--- config.mk ---
export PLATFORM = sky130hd
export DESIGN_NAME = hight_cell
export DESIGN_NICKNAME = d
export VERILOG_FILES = /design/src/sv/hight_pkg.sv /design/src/sv/hight_cell.sv
export SDC_FILE = /design/constraint.sdc
export NUM_CORES = 1
export LEC_CHECK = 0
export ABC_AREA = 1
export BUFFER_PORTS_ARGS = -buffer_cell sky130_fd_sc_hd__buf_2
export CAP_MARGIN = 0
export CELL_PAD_IN_SITES_DETAIL_PLACEMENT = 2
export CELL_PAD_IN_SITES_GLOBAL_PLACEMENT = 2
export CORE_MARGIN = 8
export CORE_UTILIZATION = 27
export DETAILED_ROUTE_END_ITERATION = 10
export GPL_TIMING_DRIVEN = 0
export HOLD_SLACK_MARGIN = 0.15
export PLACE_DENSITY = 0.91
export SYNTH_ARGS = -nofsm -noshare
export SYNTH_HDL_FRONTEND = slang
export SYNTH_SLANG_ARGS = --single-unit
--- constraint.sdc ---
create_clock -name i_clk -period 4.2 [get_ports i_clk]
set_input_delay 0.42 -clock i_clk [delete_from_list [all_inputs] [get_ports i_clk]]
set_output_delay 0.42 -clock i_clk [all_outputs]
set_load 0.1 [all_outputs]
--- src/sv/hight_pkg.sv ---
// Shared types, constants and round functions for the HIGHT cipher core.
package hight_pkg;

    localparam int ROUNDS_DEF = 32;
    localparam int NSUB       = 4 * ROUNDS_DEF;
    localparam int BLK_W      = 64;
    localparam int KEY_W      = 128;
    localparam int CFG_W      = 64;
    localparam int CFG_AW     = 1;
    localparam logic [7:0] DELTA_SEED = 8'h5A;

    typedef logic [7:0] t_byte;
    typedef t_byte [NSUB-1:0] t_delta_tab;

    typedef enum logic [CFG_AW-1:0] {
        REG_KEY_LOW  = 1'b0,
        REG_KEY_HIGH = 1'b1
    } t_reg_idx;

    typedef enum logic {
        OP_ENCRYPT = 1'b0,
        OP_DECRYPT = 1'b1
    } t_op;

    typedef struct packed {
        logic valid;
        t_op  op;
    } t_ctl;

    function automatic t_delta_tab gen_delta();
        t_delta_tab tab;
        logic [7:0] d;
        logic       nb;
        d = DELTA_SEED;
        for (int i = 0; i < NSUB; i++) begin
            tab[i] = d;
            nb = d[3] ^ d[0];
            d = {1'b0, nb, d[6:1]};
        end
        return tab;
    endfunction

    localparam t_delta_tab DELTA = gen_delta();

    function automatic t_byte f0(input t_byte x);
        return {x[6:0], x[7]} ^ {x[5:0], x[7:6]} ^ {x[0], x[7:1]};
    endfunction

    function automatic t_byte f1(input t_byte x);
        return {x[4:0], x[7:5]} ^ {x[3:0], x[7:4]} ^ {x[1:0], x[7:2]};
    endfunction

    // subkey idx = master key byte + delta; idx is a constant at every call
    function automatic t_byte sk_byte(input logic [KEY_W-1:0] key, input int idx);
        int i;
        int j;
        int m;
        i = idx / 16;
        j = idx % 16;
        if (j < 8) begin
            m = (j - i) & 7;
        end else begin
            m = ((j - 8 - i) & 7) + 8;
        end
        return key[8*m +: 8] + DELTA[idx];
    endfunction

endpackage

--- src/sv/hight_cell.sv ---
// One round cell of the HIGHT pipeline; serves an encrypt or decrypt round.
module hight_cell #(
    parameter int ROUNDS = 32,
    parameter int IDX    = 0
) (
    input  logic                          i_clk,
    input  logic                          i_rst_n,
    input  logic [hight_pkg::KEY_W-1:0]   i_key,
    input  hight_pkg::t_ctl               i_ctl,
    input  logic [hight_pkg::BLK_W-1:0]   i_state,
    output hight_pkg::t_ctl               o_ctl,
    output logic [hight_pkg::BLK_W-1:0]   o_state
);
    import hight_pkg::*;

    localparam int ENC_R = IDX;
    localparam int DEC_R = ROUNDS - 1 - IDX;

    t_ctl              r_ctl;
    logic [BLK_W-1:0]  r_state;
    logic [BLK_W-1:0]  n_state;

    always_comb begin
        t_byte s [8];
        t_byte e [8];
        t_byte d [8];
        t_byte k [4];
        for (int b = 0; b < 8; b++) begin
            s[b] = i_state[8*b +: 8];
        end
        for (int q = 0; q < 4; q++) begin
            k[q] = (i_ctl.op == OP_DECRYPT) ? sk_byte(i_key, 4*DEC_R + q)
                                            : sk_byte(i_key, 4*ENC_R + q);
        end
        // encrypt round
        if (ENC_R == ROUNDS - 1) begin
            e[0] = s[0];
            e[2] = s[2];
            e[4] = s[4];
            e[6] = s[6];
            e[1] = s[1] + (f1(s[0]) ^ k[0]);
            e[3] = s[3] ^ (f0(s[2]) + k[1]);
            e[5] = s[5] + (f1(s[4]) ^ k[2]);
            e[7] = s[7] ^ (f0(s[6]) + k[3]);
        end else begin
            e[1] = s[0];
            e[3] = s[2];
            e[5] = s[4];
            e[7] = s[6];
            e[0] = s[7] ^ (f0(s[6]) + k[3]);
            e[2] = s[1] + (f1(s[0]) ^ k[0]);
            e[4] = s[3] ^ (f0(s[2]) + k[1]);
            e[6] = s[5] + (f1(s[4]) ^ k[2]);
        end
        // decrypt round
        if (DEC_R == ROUNDS - 1) begin
            d[0] = s[0];
            d[2] = s[2];
            d[4] = s[4];
            d[6] = s[6];
            d[1] = s[1] - (f1(s[0]) ^ k[0]);
            d[3] = s[3] ^ (f0(s[2]) + k[1]);
            d[5] = s[5] - (f1(s[4]) ^ k[2]);
            d[7] = s[7] ^ (f0(s[6]) + k[3]);
        end else begin
            d[0] = s[1];
            d[2] = s[3];
            d[4] = s[5];
            d[6] = s[7];
            d[7] = s[0] ^ (f0(s[7]) + k[3]);
            d[1] = s[2] - (f1(s[1]) ^ k[0]);
            d[3] = s[4] ^ (f0(s[3]) + k[1]);
            d[5] = s[6] - (f1(s[5]) ^ k[2]);
        end
        for (int b = 0; b < 8; b++) begin
            n_state[8*b +: 8] = (i_ctl.op == OP_DECRYPT) ? d[b] : e[b];
        end
    end

    always_ff @(posedge i_clk) begin
        if (!i_rst_n) begin
            r_ctl <= '0;
        end else begin
            r_ctl <= i_ctl;
        end
    end

    always_ff @(posedge i_clk) begin
        r_state <= n_state;
    end

    assign o_ctl   = r_ctl;
    assign o_state = r_state;

endmodule

==> results of run 1 <==
[final timing paths]
check,startpoint,depth (start not counted),endpoint
setup / recovery,i_ctl[0],15,o_state[38]$_DFF_P_
hold / removal,i_ctl[1],3,o_ctl[1]$_SDFF_PN0_
[flip-flops by register name (all words and copies together) (netlist names)]
name     flops
o_ctl        2
o_state     64
[power breakdown]
| part | total (µW) | internal, µW | switching (µW) |
|---|---|---|---|
| clock network | 855 | 537 | 318 |
| logic | 2630 | 585 | 2040 |
| registers | 824 | 775 | 49.1 |
[cell usage after synthesis, types with 6 or more instances]
cell / n / area, µm²
or2_2: 6 / 37.5
clkbuf_1: 14 / 52.6
a21oi_1: 46 / 230
nand3_1: 71 / 355
dfxtp_1: 66 / 1320
o21ai_0: 75 / 375
nand2_1: 237 / 890
inv_1: 135 / 507
clkbuf_2: 12 / 60.1
ha_1: 52 / 651
xnor2_1: 52 / 455
o21ai_1: 6 / 30.0
fa_1: 6 / 120
buf_2: 8 / 40.0
buf_6: 6 / 67.6
nor2_1: 43 / 161
xor2_1: 56 / 490
nor3_1: 7 / 35.0
[worst min-delay path, delay by kind of cell]
kind,cells,cell delay [ps]
AND/OR/NAND/NOR,1,50
buffers and inverters,2,140
[per-layer routing]
metal  wire [µm]  part of all wire  GRT usage
met5          10           0.00033          0
met2       15400              0.52      0.385
met1       12300              0.41      0.234
met4         580             0.019     0.0575
met3        1500             0.050     0.0433
[final cells by class]
type,count,share of cell area
antenna,1,0.000320
buffer,43,0.0310
clock buffer,10,0.0305
clock inverter,6,0.0114
inverter,140,0.0672
multi-input combinational,700,0.533
sequential,66,0.169
tap,285,0.0456
timing repair buffer,176,0.113
[layout by cell type (no fill, tap or decap), drive strengths merged, types with 11 or more instances in the layout]
cell type	n
a21oi	50
buf	193
clkbuf	36
dfxtp	66
ha	52
inv	141
nand2	237
nand3	73
nor2	43
o21ai	84
or2	11
xnor2	52
xor2	56
[cell families after synthesis]
| logic type | after synthesis | synth area share |
|---|---|---|
| AOI/OAI and AO/OA | 157 | 0.140 |
| xor gates and xnor gates | 108 | 0.151 |
| adders and majority gates | 58 | 0.123 |
| buffers and inverters | 183 | 0.123 |
| DFF | 66 | 0.211 |
| muxes | 1 | 0.00160 |
| and+or+nand+nor | 376 | 0.250 |
[stage by stage]
step / total power [µW] / instance area, µm² / std cells / util / hold WS, ps
detailed placement: 3450 / 7490 / 1410 / 0.330 / 650
CTS: 4340 / 7820 / 1426 / 0.344 / 294
global route: 4530 / 7820 / 1426 / 0.344 / 314
floorplan: 2820 / 6260 / 949 / - / 513
finish: 4310 / 7830 / 1427 / 0.345 / 295
global placement: 3350 / 7490 / 1410 / 0.330 / 637
==> impl_metrics.ini, run 1 <==
[critical_path]
slowest_delay_ps = 490
crit_type = in2reg
crit_arrival_ps = 3440
cp.required_ps = 4380
worstPathBufferInverterCount = 5
path_cells = buf_2 > inv_2 > buf_2 > buf_2 > nand2_1 > o21ai_0 > inv_1 > fa_1 > o21ai_2 > nand2_1 > nand2_1 > a21oi_1 > or2_1 > nand3_1 > o21ai_0
critPathSlowestCell = fa_1
cp_max_fo = 10
end_kind = register
cp_top_family = buffers and inverters
start_kind = primary input

[floorplan]
core-area_um2 = 22700
rows = 55
die_w_um = 168
start_util = 0.276
dieHeight_um = 168
ioPinCount = 262
die_area_um2 = 28300

[route]
drc_errors = 0
routed_wl_mm = 29.9
vias = 6943
first_pass_iters = 4
final_antenna_net_count = 0
drt_iter0_drc = 279
viasPerCell = 4.87
wl_per_cell_um = 20.9

[synthesis]
yosys_warnings = 0
yosysSeqAreaShare = 0.211
synth-seq-cells = 66
syn_nets = 1203
ys.flop_type = dfxtp_1
syn_inst = 949
synth_area_um2 = 6260
syn_area_per_cell_um2 = 6.59
ys_types = 39
synth_edf_count = 0
ys_async_sr_fraction = 0

[sta]
finalHoldViolCount = 0
fin_crit_sh = 0.777
finalCriticalPeriod_ps = 3260
slew_viol_final = 0
setup_ws_ps = 939
tightest_slew_ps = 725
max_slew_margin = 0.516
rsz0062_at_grt = no
finalSetupTns_ps = 0
finalSetupViolCount = 0
fmax_mhz = 307

[layout]
nNetsFinal = 1390
num-fill-cells = 2816
multi_input_area_um2 = 4170
area_growth_pct = 25.1
drive_gt1_frac = 0.213
ff_latch_area_um2 = 1320

[global_route]
antenna_found_initial = 1
grtUsageTotal = 0.207
grt_pass1_vias = 8047
grt_pass1_wl_mm = 45.0
grt_max_degree = 13
overflow = 0

[clock_tree]
clock_tree.root_cell = clkbuf_16
cts_buffers = 9
postCtsSetupBuffers = 0
cts_sinks = 66
cts_tree = built
holdBufCountCts = 0
htree_levels = 3
cts.repair.resized = 0
clockBufferDepth = 2
cts.clk_slew.worst_paths_ps = 60

[status]
status = finished, final reports clean

[placement]
port_buffers = 176
pre_cts_ws_ps = 632
hpwl_mm = 24.8
place_congestion = 0.838

[pwr]
pwr_density_cell_nw_per_um2 = 551
ir_drop_mv = 0.439
p_leak_uw = 0.00424

[hold_path]
hold_class = in2reg

[flow_run]
cap_violations = 0
No activity file was read; power rests on OpenSTA's default activity.
==> inputs of run 2 (changes only) <==
--- a/config.mk
+++ b/config.mk
@@ -5,17 +5,17 @@
 export SDC_FILE = /design/constraint.sdc
 export NUM_CORES = 1
 export LEC_CHECK = 0
-export ABC_AREA = 1
+export ABC_AREA = 0
 export BUFFER_PORTS_ARGS = -buffer_cell sky130_fd_sc_hd__buf_2
 export CAP_MARGIN = 0
 export CELL_PAD_IN_SITES_DETAIL_PLACEMENT = 2
 export CELL_PAD_IN_SITES_GLOBAL_PLACEMENT = 2
 export CORE_MARGIN = 8
-export CORE_UTILIZATION = 27
+export CORE_UTILIZATION = 26
 export DETAILED_ROUTE_END_ITERATION = 10
 export GPL_TIMING_DRIVEN = 0
 export HOLD_SLACK_MARGIN = 0.15
-export PLACE_DENSITY = 0.91
+export PLACE_DENSITY = 0.85
 export SYNTH_ARGS = -nofsm -noshare
 export SYNTH_HDL_FRONTEND = slang
 export SYNTH_SLANG_ARGS = --single-unit
==> constraint.sdc (replaced) <==
create_clock -name i_clk -period 3.2 [get_ports i_clk]
set_input_delay 0.32 -clock i_clk [delete_from_list [all_inputs] [get_ports i_clk]]
set_output_delay 0.32 -clock i_clk [all_outputs]
set_load 0.1 [all_outputs]
==> run 2 against run 1 <==
  * Sequential share of layout area rose by 0.86 points
  * Hold slack got worse by 82 ps
  * Sequential power rose by 37%
  * Sequential cell count did not move
  * Non-clock buffer count fell by 2
  * Critical endpoint is now o_state[6]$_DFF_P_
  * Global-route usage fell by 2.9 points
  * Synthesized area fell by 6.7%
  * Largest cell class unchanged
  * Wire length fell by 17%
==> impl_metrics.ini, run 2 <==
[floorplan]
dieHeight_um = 166
start_util = 0.261
die_area_um2 = 27500
ioPinCount = 262
core-area_um2 = 22400
rows = 55
die_w_um = 166

[global_route]
antenna_found_initial = 4
overflow = 0
grt_max_degree = 13
grt_pass1_wl_mm = 38.1
grt_pass1_vias = 6668
grtUsageTotal = 0.178

[critical_path]
path_cells = clkbuf_1 > clkbuf_2 > buf_2 > nand2_1 > o21ai_0 > ha_1 > inv_1 > fa_1 > nor2b_1 > o21ai_0 > a21boi_0 > o21ai_0 > and3_1 > o31a_1
end_kind = register
cp_max_fo = 10
slowest_delay_ps = 420
cp_top_family = buffers and inverters
crit_type = in2reg
crit_arrival_ps = 3210
critPathSlowestCell = fa_1
cp_common_cell = o21ai_0
start_kind = primary input
cp.required_ps = 3420
worstPathBufferInverterCount = 4

[route]
viasPerCell = 4.74
final_antenna_net_count = 0
drc_errors = 0
first_pass_iters = 4
drt_iter0_drc = 158
vias = 5696
wl_per_cell_um = 20.6
routed_wl_mm = 24.8

[sta]
hold_ws_ps = 212
setup_ws_ps = 206
finalHoldViolCount = 0
slew_viol_final = 0
fmax_mhz = 334
tightest_slew_ps = 748
finalSetupViolCount = 0
rsz0062_at_grt = yes
finalSetupTns_ps = 0
finalCriticalPeriod_ps = 2990
fin_crit_sh = 0.936
max_slew_margin = 0.502

[layout]
final_area_um2 = 7440
final_common_cell = buf_2
final_cell_mix = 180 x buf_2, 127 x xnor2_1, 66 x dfxtp_1
nNetsFinal = 1165
area_growth_pct = 27.5
largest_reg_flops = 64
drive_gt1_frac = 0.243

[pwr]
pwr_density_cell_nw_per_um2 = 828
p_leak_uw = 0.00338
ir_drop_mv = 0.306

[clock_tree]
htree_levels = 3
clock_tree.root_cell = clkbuf_16
cts_tree = built
cts_sinks = 66
postCtsSetupBuffers = 0
cts_buffers = 9
cts.clk_slew.worst_paths_ps = 50
clockBufferDepth = 2

[synthesis]
synth_top_area_share = 0.226
yosys-top-cells-count = 128 x xnor2_1, 66 x dfxtp_1, 63 x a21oi_1, 63 x nor2_1, 55 x o21ai_0
yosys.cell_count.top_type = xnor2_1
syn_nets = 979
ys_types = 42
synth_area_um2 = 5840
ys.flop_type = dfxtp_1
synth-seq-cells = 66
ys_top_cells_by_area = dfxtp_1 23%, xnor2_1 19%, ha_1 11%, xor2_1 7.5%, a21oi_1 5.4%
yosysSeqAreaShare = 0.226
yosysTopAreaCell = dfxtp_1
yosys_warnings = 0
syn_area_per_cell_um2 = 8.05
ys_async_sr_fraction = 0
synth_edf_count = 0
syn_inst = 725

[status]
status = finished, final reports clean

[placement]
port_buffers = 175
pre_cts_ws_ps = -795
placed_area_um2 = 7070
hpwl_mm = 21.2
place_congestion = 0.860

[hold_path]
hold_class = in2reg

[flow_run]
cap_violations = 0
-- run 2: per-stage QoR --
| step | utilization | power, µW | cells |
|---|---|---|---|
| floorplan | - | 4150 | 725 |
| global placement | 0.316 | 4920 | 1185 |
| detailed placement | 0.316 | 5020 | 1185 |
| CTS | 0.332 | 6220 | 1201 |
| global route | 0.333 | 6460 | 1202 |
| finish | 0.333 | 6160 | 1202 |
-- run 2: cell families after synthesis --
family	share of synthesized area
buffers and inverters	0.0592
and+or+nand+nor	0.110
DFF	0.226
muxes	0.0302
adders and majority gates	0.132
AOI/OAI and AO/OA	0.172
xor gates and xnor gates	0.270
-- run 2: power by group --
group / internal [µW] / leakage, µW / switching, µW
logic: 972 / 0.00266 / 2890
registers: 1050 / 0.000556 / 72.8
clock network: 765 / 0.000163 / 408
total: 2790 / 0.00338 / 3370
-- run 2: path summary, 6_finish.rpt --
check / start / endpoint / depth (start not counted)
max: i_ctl[0] / o_state[6]$_DFF_P_ / 14
min: i_ctl[1] / o_ctl[1]$_SDFF_PN0_ / 2
-- run 2: cell type report --
class                           count  area [µm²]
Timing Repair Buffer              175         876
Fill cell                        2620       14900
Sequential cell                    66        1320
Buffer                             42         200
Multi-Input combinational cell    573        4180
Tap cell                          285         357
Antenna cell                        1        2.50
Clock buffer                       10         229
Inverter                           44         165
Clock inverter                      6         115
-- run 2: routing by layer --
layer	wire length, µm	part of all wire	global-route usage
met5	41	0.0017	0
met4	393	0.016	0.0427
met3	1140	0.046	0.0416
met2	12600	0.51	0.329
met1	10600	0.43	0.202
-- run 2: repair_timing --
action                                  4_1_cts  5_1_grt
resized for setup                             8       15
hold buffers                                  0        0
endpoints found under the setup margin        9       12
pin swaps                                     0        0
